[config.mk]
export PLATFORM = sky130hd
export DESIGN_NAME = ccar_ram
export DESIGN_NICKNAME = d
export VERILOG_FILES = /design/src/ccar_ram.sv
export SDC_FILE = /design/constraint.sdc
export NUM_CORES = 1
export LEC_CHECK = 0
export BUFFER_PORTS_ARGS = -buffer_cell sky130_fd_sc_hd__buf_2
export CORE_MARGIN = 3
export CORE_UTILIZATION = 23
export CTS_BUF_LIST = sky130_fd_sc_hd__clkbuf_16
export CTS_CLUSTER_SIZE = 20
export DETAILED_ROUTE_END_ITERATION = 10
export SYNTH_ARGS = -nofsm -noshare
export SYNTH_HDL_FRONTEND = slang
export SYNTH_SLANG_ARGS = --single-unit
[constraint.sdc]
create_clock -name clock -period 1.59 [get_ports clock]
set_clock_uncertainty 0.2 [all_clocks]
set_input_delay 0 -clock clock [delete_from_list [all_inputs] [get_ports clock]]
set_output_delay 0 -clock clock [all_outputs]
set_load 0.005 [all_outputs]
[src/ccar_ram.sv]
// Generic single-port-write, single-port-read RAM with registered read data.
`timescale 1ns / 1ps
module ccar_ram #(
   parameter int WIDTH = 8,
   parameter int DEPTH = 16
) (
   input  logic                     clock,
   input  logic                     wr_en,
   input  logic [$clog2(DEPTH)-1:0] wr_addr,
   input  logic [WIDTH-1:0]         wr_data,
   input  logic                     rd_en,
   input  logic [$clog2(DEPTH)-1:0] rd_addr,
   output logic [WIDTH-1:0]         rd_data
);

   logic [WIDTH-1:0] mem_ff [DEPTH];
   logic [WIDTH-1:0] rd_data_ff;

   always_ff @(posedge clock) begin
      if (wr_en) begin
         mem_ff[wr_addr] <= wr_data;
      end
      if (rd_en) begin
         rd_data_ff <= mem_ff[rd_addr];
      end
   end

   assign rd_data = rd_data_ff;

endmodule

Word level (Yosys, flattened, before mapping)
Memories as Yosys holds them, arrays and structs flattened. A register that Yosys moved wholly into a read port is not among the register bits.
Cells that the tools add are included.
- bits in latches: 0
- output and inout port bits: 8
- memories kept: 1
- RAM bits: 128
- bits of input ports: 19
- logic and storage cells: 3
- flip-flop bits (word level): 0
- ROM bits: 0
- eq/ne operators: 0
- magnitude comparators: 0
- multiplexer cells: 2
- div/mod/pow operators: 0
- multipliers: 0
- add/subtract/negate cells: 0
- shifts and indexed selects: 0
- reductions and logical operators: 0
- bitwise operators: 0
- memories (memory ; depth ; width ; read ports ; clocked after memory_dff ; wr ports ; line ; source):
    mem_ff ; 16 ; 8 ; 1 ; 1 ; 1 ; 16 ; logic [WIDTH-1:0] mem_ff [DEPTH];
- operators by type and width (operator ; number):
    $mux W1 ; 2

Depth between registers and ports, before layout
- depth after elaboration: 2
- gate-level depth with buffers: 5
- gate-level depth less buffers: 3

Least setup slack after synthesis
OpenSTA, ideal clock, no wires.
- kind: input-to-reg
- start: in wr_addr[2]
- end: mem mem_ff[0][0], enable pin
- path slack: -103 ps
- required time: 1007 ps
- arrival time: 1110 ps
- buffers on the path: 0
- stages on the path: 2
- library setup time: 383 ps
- cells stage by stage: or3b_2 -> nor3_1
- RTL lines (item ; line ; source):
    from (decl) ; 9 ; input logic [$clog2(DEPTH)-1:0] wr_addr,
    to (decl) ; 16 ;
Straight into the memory's write port.

==> flow_summary.ini <==
[cells_and_area]
design_area_um2 = 6440
fillers = 2152
area_growth_pct = 23.2
seqCellArea_um2 = 4080
drive_gt1_share_pct = 36.2
multi_input_area_um2 = 1060
fin_nets = 319
num_antenna_cells = 0
final_cells = 589

[synthesis]
netlist_instances = 229
yosysSeqAreaShare_pct = 78.1
synth_area_leaders = edfxtp_1, mux4_2, mux4_1
syn_area_per_cell_um2 = 22.8
synth_most_common_cell = edfxtp_1
ys.warnings.count = 0
synth_area_um2 = 5230
synthesis.nets = 248
yosysTopAreaCellShare_pct = 78.1
synth.distinct_cells = 18
synthFlopType = edfxtp_1
synth_edf_count = 136
synth_commonest_cells = edfxtp_1, mux4_2, a22oi_1
synth-async-reset-ratio_pct = 0
ys_ff_latch = 136
synth_top_cell_by_area = edfxtp_1

[routing]
drt-initial-drc-count = 152
drt-pass1-iter-count = 4
ant_nets = 0
viasPerCell = 4.29
drc = 0
vias = 2529
wl_per_cell_um = 18.5
drt-total-wl_um = 10900

[grt]
grt_pass1_vias = 2706
grt_first_pass_wirelength_um = 16400
antenna_found_initial = 1
grt_overflow_total = 0
grt_max_degree = 23
grtUsageTotal_pct = 9.26

[timing]
setup_viol = 7
worst_slew_pin_slew_ns = 1.02
layout_setup_ws_ns = -0.0800
max-slew-margin-rel_pct = 31.8
hold_slack_ns = 0.0519
finalCriticalPeriod_ns = 1.67
hold_viol_final = 0
rsz0062_at_grt = yes
slew_viol_final = 0
fmax_mhz = 599
post-route-period-util_pct = 105

[placed_design]
place_ws_ns = -0.202
dp_hpwl_um = 7160
io_buffers = 26
place_area_um2 = 5860
gp_congestion = 0.743
dp.cells = 550

[setup_path]
critPathRequiredTime_ns = 1.54
start_kind = register
arrival_ns = 1.62
worstSetupPathType = register to register
path_max_fanout = 1
endpoint_kind = register

[die]
dieHeight_um = 157
num_rows = 54
die-area_um2 = 24600
io_pins = 27
fp.dieW_um = 157
core_um2 = 22100
initial_core_util_pct = 23.7

[clocking]
numCtsBuffers = 17
cts.sinks = 136
cts-root-buf = clkbuf_16
clk_pin_slew_ns = 0.05
ctsHtreeMaxLevel = 4
insertion_delay_ns = 0.40
clock_path_buffers = 2
post_cts_buffers = 0
cts_tree = yes

[run]
drv_cap = 0

[status]
failed_checks = negative setup slack
status = finished with violations

[power]
p_per_area_nw_per_um2 = 1190
power.leakage_nw = 2.10
irDropWorstVdd_mv = 0.611

[worst_hold_path]
hold_path.class = input pin to register
layout make-up:
class	instances	share of cell area, %
repair buffers	62	7.42
clock buffers	17	6.60
clock inverters	11	0.738
flip-flops and latches	136	63.4
multi-input cells	83	16.4
well taps	280	5.44
cell families after synthesis:
| kind of cell | count (synthesis) | share of synthesized area (%) |
|---|---|---|
| multiplexers | 32 | 14.8 |
| buffers and inverters | 10 | 1.65 |
| AND/OR/NAND/NOR | 35 | 3.14 |
| flip-flops | 136 | 78.1 |
| AO/OA/AOI/OAI | 16 | 2.30 |
flip-flops by register name, indices dropped and copies added, names as in the netlist:
name     count
mem_ff     128
rd_data      8
through the flow:
stage                     TNS, ns  power [mW]  utilization [%]
after global placement      -1.23        4.52             26.5
after global routing       -0.625        7.97             29.2
after CTS                  -0.342        7.76             29.1
after floorplan                 0        4.33                -
final                      -0.254        7.69             29.2
after detailed placement    -1.22        4.54             26.5
cells in the final DEF (no fill, tap or decap):
master and count:
a22oi_1 9, nand2b_1 2, nand3_1 1, and2b_1 1, and2_1 1, nand3b_1 2
clkinv_2 2, mux4_1 2, buf_2 26, clkinvlp_4 1, dlygate4sd3_1 11, clkbuf_16 17
clkinv_1 5, a22oi_2 7, mux4_2 30, or3b_2 1, nor2b_1 1, edfxtp_1 136
nor3_2 1, nor2_1 13, nand2_2 2, inv_1 3, buf_12 4, nor3_1 3
buf_4 21, nand2_1 7
metal layers:
layer / share of wire, % / GRT usage (%) / routed length [µm] / vias up
met5: 0.092 / 0 / 10 / -
met4: 1.3 / 3.33 / 144 / 2
met3: 5.8 / 3.21 / 637 / 17
met2: 47 / 13.9 / 5170 / 84
met1: 45 / 12.5 / 4950 / 1321
li1: - / - / - / 1105
worst max-delay path, cell delays in order (launching register included):
cell	delay (ns)
edfxtp_1	0.36
mux4_2	0.49
a22oi_2	0.18
buf_4	0.15
nand2_2	0.04
timing repair:
action / CTS / global route
setup endpoints to repair: 8 / 8
hold endpoints to repair: 152 / 0
pin swaps: 6 / 4
resized for setup: 16 / 5
hold buffers: 11 / 0
report_power, final:
part	leakage [nW]	switching (mW)	internal, mW	total (mW)
clock network	0.241	1.29	1.90	3.19
logic	0.620	0.231	0.203	0.434
registers	1.24	0.0243	4.04	4.07
worst paths after layout:
kind                 startpoint      endpoint  slack [ns]  cells after the start
setup reg to reg   mem_ff[3][6]    rd_data[6]       -0.08                      4
setup / recovery   mem_ff[3][6]    rd_data[6]       -0.08                      4
hold / removal       wr_addr[3]  mem_ff[0][1]        0.05                      4
hold reg to reg   mem_ff[15][3]    rd_data[3]        0.55                      3
Note: power is estimated with default switching activity, not from simulation.
