[config.mk]
export PLATFORM = sky130hd
export DESIGN_NAME = ccar_ring
export DESIGN_NICKNAME = d
export VERILOG_FILES = /design/src/ccar_pkg.sv /design/src/ccar_ring.sv
export SDC_FILE = /design/constraint.sdc
export NUM_CORES = 1
export LEC_CHECK = 0
export BUFFER_PORTS_ARGS = -buffer_cell sky130_fd_sc_hd__clkbuf_2
export CAP_MARGIN = 20
export CORE_ASPECT_RATIO = 0.8
export CORE_MARGIN = 5
export CORE_UTILIZATION = 40
export CTS_CLUSTER_DIAMETER = 150
export CTS_CLUSTER_SIZE = 30
export DETAILED_ROUTE_END_ITERATION = 8
export HOLD_SLACK_MARGIN = 0.02
export REMOVE_ABC_BUFFERS = 1
export SKIP_LAST_GASP = 1
export SLEW_MARGIN = 20
export SYNTH_ARGS = -nofsm -noshare
export SYNTH_HDL_FRONTEND = slang
export SYNTH_SLANG_ARGS = --single-unit
[constraint.sdc]
create_clock -name clock -period 5.8 [get_ports clock]
set_input_delay 0.58 -clock clock [delete_from_list [all_inputs] [get_ports clock]]
set_output_delay 0.58 -clock clock [all_outputs]
set_load 0.005 [all_outputs]
[src/ccar_pkg.sv]
// Shared types, constants and helpers for the capability check and audit ring.
`timescale 1ns / 1ps
package ccar_pkg;

   // Defaults for the top-level parameters
   localparam int LOG_DEPTH_DEF = 128;
   localparam int CAP_WIDTH_DEF = 32;

   // Fixed field widths of the request and response beats
   localparam int ID_W      = 32;
   localparam int CAPS_W    = 32;
   localparam int KIND_W    = 4;
   localparam int INDEX_W   = 7;
   localparam int SEQ_W     = 64;
   localparam int COUNT_W   = 8;
   localparam int CSR_IDX_W = 2;
   localparam int CSR_DAT_W = 32;

   // Subject logged when a check carries no context
   localparam logic [ID_W-1:0] NONE_SUBJECT = 32'hffff_ffff;

   // Kinds below this limit own one capability bit each
   localparam logic [KIND_W-1:0] KIND_OWN_LIMIT = 4'd8;

   // Action codes
   localparam logic ACT_CHECK = 1'b0;
   localparam logic ACT_READ  = 1'b1;

   // Configuration register indexes
   localparam logic [CSR_IDX_W-1:0] CSR_BLOCK_ENABLED = 2'd0;
   localparam logic [CSR_IDX_W-1:0] CSR_ENFORCING     = 2'd1;

   typedef enum logic [1:0] {
      ST_IDLE,
      ST_EXEC,
      ST_RDATA
   } state_type;

   typedef struct packed {
      logic               action;
      logic               has_context;
      logic [ID_W-1:0]    requester_id;
      logic [CAPS_W-1:0]  present_caps;
      logic [KIND_W-1:0]  request_kind;
      logic [ID_W-1:0]    target_id;
      logic [CAPS_W-1:0]  extra_required_caps;
      logic [INDEX_W-1:0] audit_index;
   } req_type;

   typedef struct packed {
      logic               allowed;
      logic               read_ok;
      logic [SEQ_W-1:0]   entry_sequence;
      logic [ID_W-1:0]    entry_subject;
      logic [KIND_W-1:0]  entry_kind;
      logic [ID_W-1:0]    entry_object;
      logic               entry_allowed;
      logic [CAPS_W-1:0]  entry_required;
      logic [CAPS_W-1:0]  entry_present;
      logic [COUNT_W-1:0] entry_count;
   } rsp_type;

   // Control from the sequencer to the ring bookkeeping
   typedef struct packed {
      logic               commit;
      logic [INDEX_W-1:0] audit_index;
   } ring_ctrl_type;

   // Own capability bit of a request kind, in the widest mask form
   function automatic logic [63:0] kind_cap(input logic [KIND_W-1:0] kind);
      logic [63:0] mask;
      mask = '0;
      if (kind < KIND_OWN_LIMIT) begin
         mask[kind[2:0]] = 1'b1;
      end
      return mask;
   endfunction

endpackage

[src/ccar_ring.sv]
// Ring bookkeeping: write pointer, saturating fill count, sequence counter, read slot.
`timescale 1ns / 1ps
module ccar_ring #(
   parameter int LOG_DEPTH = ccar_pkg::LOG_DEPTH_DEF
) (
   input  logic                             clock,
   input  logic                             reset,
   input  ccar_pkg::ring_ctrl_type          ctrl,
   output logic [$clog2(LOG_DEPTH)-1:0]     wr_ptr,
   output logic [$clog2(LOG_DEPTH)-1:0]     rd_ptr,
   output logic [$clog2(LOG_DEPTH+1)-1:0]   count,
   output logic [$clog2(LOG_DEPTH+1)-1:0]   count_next,
   output logic [ccar_pkg::SEQ_W-1:0]       seq_next,
   output logic                             hit
);
   import ccar_pkg::*;

   localparam int PTR_W = $clog2(LOG_DEPTH);
   localparam int CNT_W = $clog2(LOG_DEPTH + 1);
   localparam int SUM_W = ((CNT_W > INDEX_W) ? CNT_W : INDEX_W) + 2;
   localparam logic [PTR_W-1:0] PTR_LAST = PTR_W'(LOG_DEPTH - 1);
   localparam logic [CNT_W-1:0] CNT_FULL = CNT_W'(LOG_DEPTH);
   localparam logic [SUM_W-1:0] SUM_DEPTH = SUM_W'(LOG_DEPTH);

   logic [PTR_W-1:0] wr_ptr_ff, wr_ptr_in;
   logic [CNT_W-1:0] count_ff, count_in;
   logic [SEQ_W-1:0] seq_ff, seq_in;
   logic [SUM_W-1:0] pos_sum, pos_cnt, pos_slot;

   always_comb begin
      wr_ptr_in = wr_ptr_ff;
      count_in  = count_ff;
      seq_in    = seq_ff;
      if (ctrl.commit) begin
         wr_ptr_in = (wr_ptr_ff == PTR_LAST) ? '0 : wr_ptr_ff + 1'b1;
         count_in  = (count_ff == CNT_FULL) ? count_ff : count_ff + 1'b1;
         seq_in    = seq_ff + 1'b1;
      end
   end

   always_ff @(posedge clock) begin
      if (reset) begin
         wr_ptr_ff <= '0;
         count_ff  <= '0;
         seq_ff    <= '0;
      end else begin
         wr_ptr_ff <= wr_ptr_in;
         count_ff  <= count_in;
         seq_ff    <= seq_in;
      end
   end

   // Slot of the entry audit_index places past the oldest: wr_ptr - count + index, mod depth.
   always_comb begin
      pos_sum = SUM_W'(wr_ptr_ff) + SUM_W'(ctrl.audit_index);
      pos_cnt = SUM_W'(count_ff);
      if (pos_sum >= pos_cnt) begin
         pos_slot = pos_sum - pos_cnt;
      end else begin
         pos_slot = pos_sum + SUM_DEPTH - pos_cnt;
      end
   end

   assign hit        = SUM_W'(ctrl.audit_index) < pos_cnt;
   assign rd_ptr     = pos_slot[PTR_W-1:0];
   assign wr_ptr     = wr_ptr_ff;
   assign count      = count_ff;
   assign count_next = count_in;
   assign seq_next   = seq_ff + 1'b1;

`ifndef SYNTH
   a_count_bounded: assert property (@(posedge clock) disable iff (reset)
      count_ff <= CNT_FULL)
      else $error("fill count beyond ring depth");
   a_ptr_bounded: assert property (@(posedge clock) disable iff (reset)
      wr_ptr_ff <= PTR_LAST)
      else $error("write pointer beyond ring depth");
   a_commit_seq: assert property (@(posedge clock) disable iff (reset)
      ctrl.commit |=> seq_ff == $past(seq_ff) + 1'b1)
      else $error("sequence did not advance on commit");
`endif

endmodule

**After elaboration in Yosys (flattened, before gate mapping)**

Index checks and enable logic that the tools add are counted.

- Bits of input ports: 10
- Output and inout bits: 95
- Register bits: 79

- Multiplexer cells: 4
- $lt $le $gt $ge: 2
- Add/sub/neg operators: 7
- Eq/ne operators: 2

Operators by type and width:

| operator | count |
|---|---|
| adder 64 x 1 -> 64 bit (second input constant) | 1 |
| 2-to-1 mux 8 bit | 2 |
| adder 7 x 1 -> 7 bit (second input constant) | 2 |
| 2-to-1 mux 7 bit | 2 |
| subtractor 7 bit | 2 |
| adder 7 x 7 -> 8 bit | 1 |
| adder 8 x 1 -> 8 bit (second input constant) | 1 |
| == test 8 bit (second input constant) | 1 |
| greater-or-equal comparator 8 bit | 1 |
| < comparator 7 x 8 -> 1 bit | 1 |
| == test 7 bit (second input constant) | 1 |

**Logic depth before layout (Yosys ltp)**

Gate-level depths: netlist of run 1.

- Depth in word-level cells: 4
- Gate-level depth with buffers: 10

**Worst setup path before layout of run 1**

Ideal clock, no wire load.

- Path kind: input to output
- Start point: input ctrl[0] (netlist name)
- End point: output rd_ptr[5]
- Slack: 2.552 ns
- Stages: 8
- Data required time: 5.220 ns
- Arrival time: 2.668 ns
- Path through: ha_1 > fa_1 > ha_1 > nor2b_1 > o21ai_0 > a21boi_0 > or4b_2 > nand3_1

- Word-level cells in the longest chain between the ends: 4
- Elaborated cells on any way between the ends: 6
- Classes of those cells: add/sub: 4; order compare: 1; mux: 1

RTL lines:

| what | RTL line | RTL |
|---|---|---|
| start, declared | ccar_ring.sv:8 | `input ccar_pkg::ring_ctrl_type ctrl,` |
| adder 7 x 7 -> 8 bit (*) | ccar_ring.sv:55 | `pos_sum = SUM_W'(wr_ptr_ff) + SUM_W'(ctrl.audit_index);` |
| adder 7 x 1 -> 7 bit | ccar_ring.sv:60 | `pos_slot = pos_sum + SUM_DEPTH - pos_cnt;` |
| subtractor 7 bit | ccar_ring.sv:60 |  |
| 2-to-1 mux 7 bit (*) | ccar_ring.sv:57 | `if (pos_sum >= pos_cnt) begin` |
| end, declared | ccar_ring.sv:10 | `output logic [$clog2(LOG_DEPTH)-1:0] rd_ptr,` |

Mark *: on every way between the ends. The rest lies on a longest branch, timed or not.

**Worst setup path after layout of run 1**

- Start point: register seq_ff[11]
- End point: output seq_next[56] (netlist name)

- Word-level cells in the longest chain between the ends: 1

RTL lines:

| what | RTL line | RTL |
|---|---|---|
| start, declared | ccar_ring.sv:27 | `logic [SEQ_W-1:0] seq_ff, seq_in;` |
| start signal, assigned | ccar_ring.sv:49 | `seq_ff <= seq_in;` |
| adder 64 x 1 -> 64 bit | ccar_ring.sv:69 | `assign seq_next = seq_ff + 1'b1;` |
| end, declared | ccar_ring.sv:13 | `output logic [ccar_pkg::SEQ_W-1:0] seq_next,` |

No other way between the ends.

==> qor.txt, run 1 <==
status = finished clean
Worst Skew = 0.00698 ns
Yosys Warn Count = 0
Distinct cells, synth = 45
Fill cells = 1354
HPWL Detailed = 10.8 mm
Setup TNS = 0 ns
Routed Antenna Nets = 0
critical path startpoint = seq_ff[11]
cell count after synthesis = 691
Die W = 140 µm
Max FO, Critical Path = 27
Num CTS Buffers = 9
Fin. Hold Viols = 0
RR Startpoint = seq_ff[11]
Leak Pwr = 2.48 nW
Data arrival, critical path = 3.30 ns
GR Util All Layers = 0.187
R2R Path End = seq_ff[56]
fin crit share = 0.669
total gr overflow = 0
NumNets Final = 807
WL per Instance = 15.7 µm
Synth async-reset ratio = 0
top cell type's share of synthesized area = 0.291
syn avg cell area = 7.85 µm²
core area = 13400 µm²
ratio of cells with drive above 1 in the final layout = 0.175
clock latency on the worst-skew pair = 0.35 ns
initial DRC count = 468
final worst path period need = 3.88 ns
crit start category = register
#FFs+latches synth = 79
max-cap viol count = 0
power density over the cells = 187 nW/µm²
Clock Sink Count = 79
Vias/cell = 5.54
Hold Slack = 0.507 ns
First-pass DRT Iterations = 5
sequential share of the synthesized area = 0.291
row cnt = 38
ANT cells = 0
port buffer count = 104
post-synth top area cell = dfxtp_1
Internal Pwr Total = 0.892 mW
number of synthesized flops with an enable pin = 0
Clk pin slew, worst setup/hold paths = 0.06 ns
via count = 5301
CP endpoint = seq_next[56]
Synth Cell Area = 5430 µm²
commonest non-fill, non-tap cells in the layout = clkbuf_2 (104), dfxtp_1 (79), nor2_1 (76)
R2R depth = 5
H-tree levels = 3
initial core utilization = 0.405
largest net degree at the start of global routing = 82
worst hold-check path type = register to register
commonest non-fill, non-tap cell in the layout = clkbuf_2
area delta synth->final = 16.3%
DIE HEIGHT = 114 µm
combinational power share = 0.089
net switching power = 0.288 mW
# hold bufs at CTS = 0
CTS tree = built
R2R setup slack = 2.64 ns
switching share of power = 0.244
Slew @ Worst Pin = 0.894 ns
setup bufs post-CTS = 0
GPL Wtd Cong = 0.837
Worst Setup End Kind = output port
Worst IR Drop VDD = 0.000155 V
Critical Path RT = 5.22 ns
Root Buffer = clkbuf_16
prevailing post-synth register cell = dfxtp_1
RSZ-0062 raised after global routing = false
Rel. slew slack = 0.404
Clk pwr share = 0.441
Final Setup Violations = 0
Max Clk Rate = 258 MHz
WS Path Type = register to output port
die area = 16000 µm²
Seq pwr share = 0.470
vias in the first global route = 4947
Max Buffers Root-to-Sink = 2
Max Slew Vio Count = 0
CTS resizes = 0
drt drc = 0
# IOs = 105
initial antenna violation count = 0
wire length of the first global-routing pass = 24.8 mm
top post-synthesis cells by area = dfxtp_1 (29%), xor2_1 (10%), xnor2_1 (7.9%)
DRT Wirelength = 15.0 mm
==> power groups by stage <==
stage | Sequential (mW) | Combinational (mW) | Clock (mW)
global route | 0.556 | 0.119 | 0.556
floorplan | 0.565 | 0.0565 | 0
global placement | 0.566 | 0.103 | 0
detailed placement | 0.567 | 0.107 | 0
CTS | 0.555 | 0.107 | 0.539
finish | 0.555 | 0.105 | 0.520
==> layer usage <==
metal	up-vias	share of wire	global-route usage	routed length, µm
met2	139	0.46	0.294	6850
met4	0	0.012	0.0458	178
met3	18	0.057	0.0455	851
li1	2597	-	-	-
met5	-	0	0	0
met1	2547	0.48	0.259	7140
==> cells in the mapped netlist (2+ instances only) <==
cell type   n
xor2_1     64
mux2_2      3
and2_1      4
and3_1      6
a21o_1      4
a21oi_1    39
nor4_2      2
nor2_1     76
o21bai_1    2
fa_1        2
clkbuf_1   23
and4_1      6
nand3_2     2
or4_1      14
o31ai_1    14
nand2_1    54
mux2i_1     2
nand3_1    39
dfxtp_1    79
nor2b_1    12
buf_2      12
nand4_2     5
o21ai_0    23
nand4_1    42
nor3_1     20
ha_1       22
nor4_1     11
a211oi_1    2
inv_1      23
xnor2_1    49
or3_1      19
clkbuf_2    2
nand2b_1    2
==> registers in the layout, indices dropped and copies added (netlist names) <==
register	count
seq_ff	64
count	8
wr_ptr	7
==> critical path: stages, from the launching register on <==
cell and delay (ns):
dfxtp_1 0.47, nand4_2 0.20, nor4_4 0.74, nand4_2 0.78, nor3_1 0.45, xor2_1 0.17, clkbuf_2 0.13
==> area by class of cell <==
cell class / instances / area [µm²] / share of cell area
Clock buffer: 14 / 254 / 0.0403
Clock inverter: 1 / 5.00 / 0.000793
Inverter: 23 / 86.3 / 0.0137
Multi-Input combinational cell: 551 / 3600 / 0.570
Sequential cell: 79 / 1580 / 0.251
Tap cell: 180 / 225 / 0.0357
Timing Repair Buffer: 109 / 558 / 0.0885
==> how the worst min path moves through the flow <==
stage	startpoint	endpoint	slack, ns	depth (start not counted)
floorplan	seq_ff[57]	seq_ff[57]	0.46	2
global placement	seq_ff[42]	seq_ff[42]	0.48	2
detailed placement	seq_ff[52]	seq_ff[52]	0.50	2
CTS	seq_ff[52]	seq_ff[52]	0.51	2
global route	seq_ff[52]	seq_ff[52]	0.52	2
finish	seq_ff[52]	seq_ff[52]	0.51	2
==> logic make-up (layout without fill, tap and decap cells) <==
group	after synthesis	after routing	share of synthesized area
compound gates	90	90	0.0966
xor+xnor	113	113	0.182
fa+ha+maj	24	24	0.0581
buf+inv	61	147	0.0454
flops	79	79	0.291
mux	5	5	0.00991
simple gates	319	319	0.316
==> through the flow <==
| step | power [mW] | util | worst slack (ns) | std cells | instance area (µm²) |
|---|---|---|---|---|---|
| 2_1_floorplan | 0.621 | - | 2.55 | 653 | 5270 |
| 3_3_place_gp | 0.669 | 0.451 | 2.27 | 942 | 6050 |
| 3_5_place_dp | 0.673 | 0.451 | 2.21 | 942 | 6050 |
| 4_1_cts | 1.20 | 0.471 | 1.89 | 957 | 6310 |
| 5_1_grt | 1.23 | 0.471 | 1.60 | 957 | 6310 |
| 6_report | 1.18 | 0.471 | 1.92 | 957 | 6310 |
No activity file was read; power rests on OpenSTA's default activity.
==> run 2, diff against run 1 <==
- ABC_AREA: unset -> 1
- clock period: 5.8 -> 3.1 ns (I/O delays scaled with it)
==> qor.txt, run 2 <==
clock latency on the worst-skew pair = 0.35 ns
GPL Wtd Cong = 0.920
Clk pin slew, worst setup/hold paths = 0.06 ns
Worst IR Drop VDD = 0.000317 V
Worst Hold Launch = ctrl[7]
WS Path Type = register to output port
Root Buffer = clkbuf_16
Final Setup Violations = 0
initial antenna violation count = 0
Num CTS Buffers = 9
Max FO, Critical Path = 5
Worst Skew = 0.00790 ns
initial core utilization = 0.408
cell count after synthesis = 986
Yosys Warn Count = 0
count leader, synth = nand2_1
Fin. Hold Viols = 0
prevailing post-synth register cell = dfxtp_1
HPWL Detailed = 13.8 mm
fraction of synthesized cell area in xor and xnor cells = 0.0658
ANT cells = 0
die area = 17200 µm²
WL per Instance = 14.1 µm
Data arrival, critical path = 2.57 ns
DRT Wirelength = 17.9 mm
Routed Antenna Nets = 0
drt drc = 0
Hold Slack = 0.488 ns
power density over the cells = 414 nW/µm²
RR Startpoint = seq_ff[27]
Internal Pwr Total = 2.08 mW
top post-synthesis cells by area = dfxtp_1 (27%), nand2_1 (17%), inv_1 (11%)
largest family of logic cells by synthesized area = simple AND/OR/NAND/NOR gates
ratio of cells with drive above 1 in the final layout = 0.140
Critical Path RT = 2.79 ns
Hold EP = count[2]
wire length of the first global-routing pass = 29.8 mm
top cell type's share of synthesized area = 0.270
Synth top cells by count = nand2_1 (264), inv_1 (166), nor2_1 (143)
post-synth top area cell = dfxtp_1
R2R depth = 9
placed cells = 1256
Die W = 145 µm
Largest Register = seq_ff
sequential share of the synthesized area = 0.270
Worst Setup End Kind = output port
switching share of power = 0.275
max reg flops = 64
commonest non-fill, non-tap cells in the layout = nand2_1 (264), inv_1 (165), nor2_1 (143)
Seq pwr share = 0.398
Clk pwr share = 0.439
CTS tree = built
First-pass DRT Iterations = 7
Max Buffers Root-to-Sink = 2
area delta synth->final = 18.1%
via count = 6137
Leak Pwr = 3.47 nW
vias in the first global route = 5846
final worst path period need = 2.88 ns
Synth async-reset ratio = 0
initial DRC count = 373
R2R Path End = seq_ff[57]
Distinct cells, synth = 31
DIE HEIGHT = 118 µm
WHS Path Cells = 5
worst hold-check path type = input port to register
Slew @ Worst Pin = 0.833 ns
Synth Cell Area = 5860 µm²
Layout Cells excl Fill = 1273
Synth Area in Adders = 0.0538
largest net degree at the start of global routing = 84
combinational power share = 0.163
row cnt = 39
status = finished clean
Clock Sink Count = 79
# IOs = 105
net switching power = 0.790 mW
max-cap viol count = 0
# hold bufs at CTS = 0
crit start category = register
syn avg cell area = 5.94 µm²
post-synthesis mux area share = 0
GR Util All Layers = 0.209
#FFs+latches synth = 79
Compound-Gate Fraction of Synth Area = 0.122
port buffer count = 104
Synth Area in Simple Gates = 0.365
Max Clk Rate = 347 MHz
RSZ-0062 raised after global routing = false
number of synthesized flops with an enable pin = 0
fin crit share = 0.929
H-tree levels = 3
Rel. slew slack = 0.445
Vias/cell = 4.82
R2R setup slack = 0.98 ns
Max Slew Vio Count = 0
total gr overflow = 0
core area = 14300 µm²
NumNets Final = 1118
commonest non-fill, non-tap cell in the layout = nand2_1
Setup TNS = 0 ns
-- run 2: worst max-delay path by stage --
stage          startpoint         to  slack, ns  cells after the start
2_1_floorplan   wr_ptr[0]  rd_ptr[6]       0.73                     10
3_3_place_gp      ctrl[0]  rd_ptr[5]       0.41                     11
3_5_place_dp      ctrl[0]  rd_ptr[6]       0.42                     12
4_1_cts         wr_ptr[0]  rd_ptr[6]       0.11                     11
5_1_grt         wr_ptr[2]  rd_ptr[6]       0.03                     14
6_report        wr_ptr[0]  rd_ptr[6]       0.22                     10
-- run 2: through the flow --
stage / total power, mW / setup slack, ns / instance area (µm²) / util
2_1_floorplan: 1.42 / 0.730 / 5770 / -
3_3_place_gp: 1.62 / 0.414 / 6560 / 0.457
3_5_place_dp: 1.62 / 0.416 / 6560 / 0.457
4_1_cts: 2.88 / 0.107 / 6900 / 0.481
5_1_grt: 3.01 / 0.0285 / 6920 / 0.482
6_report: 2.87 / 0.221 / 6920 / 0.482
-- run 2: repair_timing --
action                                  4_1_cts  5_1_grt
buffers inserted                              0        1
gates resized for setup                       0        6
endpoints found under the setup margin        0        2
-- run 2: cell families after synthesis --
kind of cell               after synthesis
AOI/OAI and AO/OA                      139
adders and majority gates               24
DFF                                     79
and+or+nand+nor                        508
buffers and inverters                  192
xor gates and xnor gates                44
-- run 2: power by group through the flow --
stage | clock network, mW | registers (mW) | logic [mW]
floorplan | 0 | 1.14 | 0.280
global placement | 0 | 1.16 | 0.459
detailed placement | 0 | 1.16 | 0.461
CTS | 1.28 | 1.14 | 0.465
global route | 1.31 | 1.15 | 0.543
finish | 1.26 | 1.14 | 0.467
-- run 2: routing by layer --
| metal | GRT usage | share of wire |
|---|---|---|
| met1 | 0.315 | 0.52 |
| met4 | 0.0367 | 0.0066 |
| met3 | 0.0471 | 0.072 |
| met5 | 0 | 0 |
| met2 | 0.309 | 0.40 |
-- run 2: worst max-delay path, cell delays in order, from the launching register on --
cell      delay, ns
dfxtp_1        0.40
ha_1           0.22
fa_2           0.47
fa_1           0.45
nand3_1        0.09
nand2_1        0.09
nand2_1        0.07
nand2_1        0.06
a21oi_2        0.12
xor2_1         0.14
clkbuf_2       0.13
-- run 2: final cells by class --
| class | instances | area, µm² |
|---|---|---|
| Fill cell | 1561 | 7430 |
| Multi-Input combinational cell | 715 | 3570 |
| Sequential cell | 79 | 1580 |
| Inverter | 170 | 638 |
| Timing Repair Buffer | 109 | 558 |
| Clock buffer | 13 | 250 |
| Tap cell | 184 | 230 |
| Clock inverter | 3 | 90.1 |
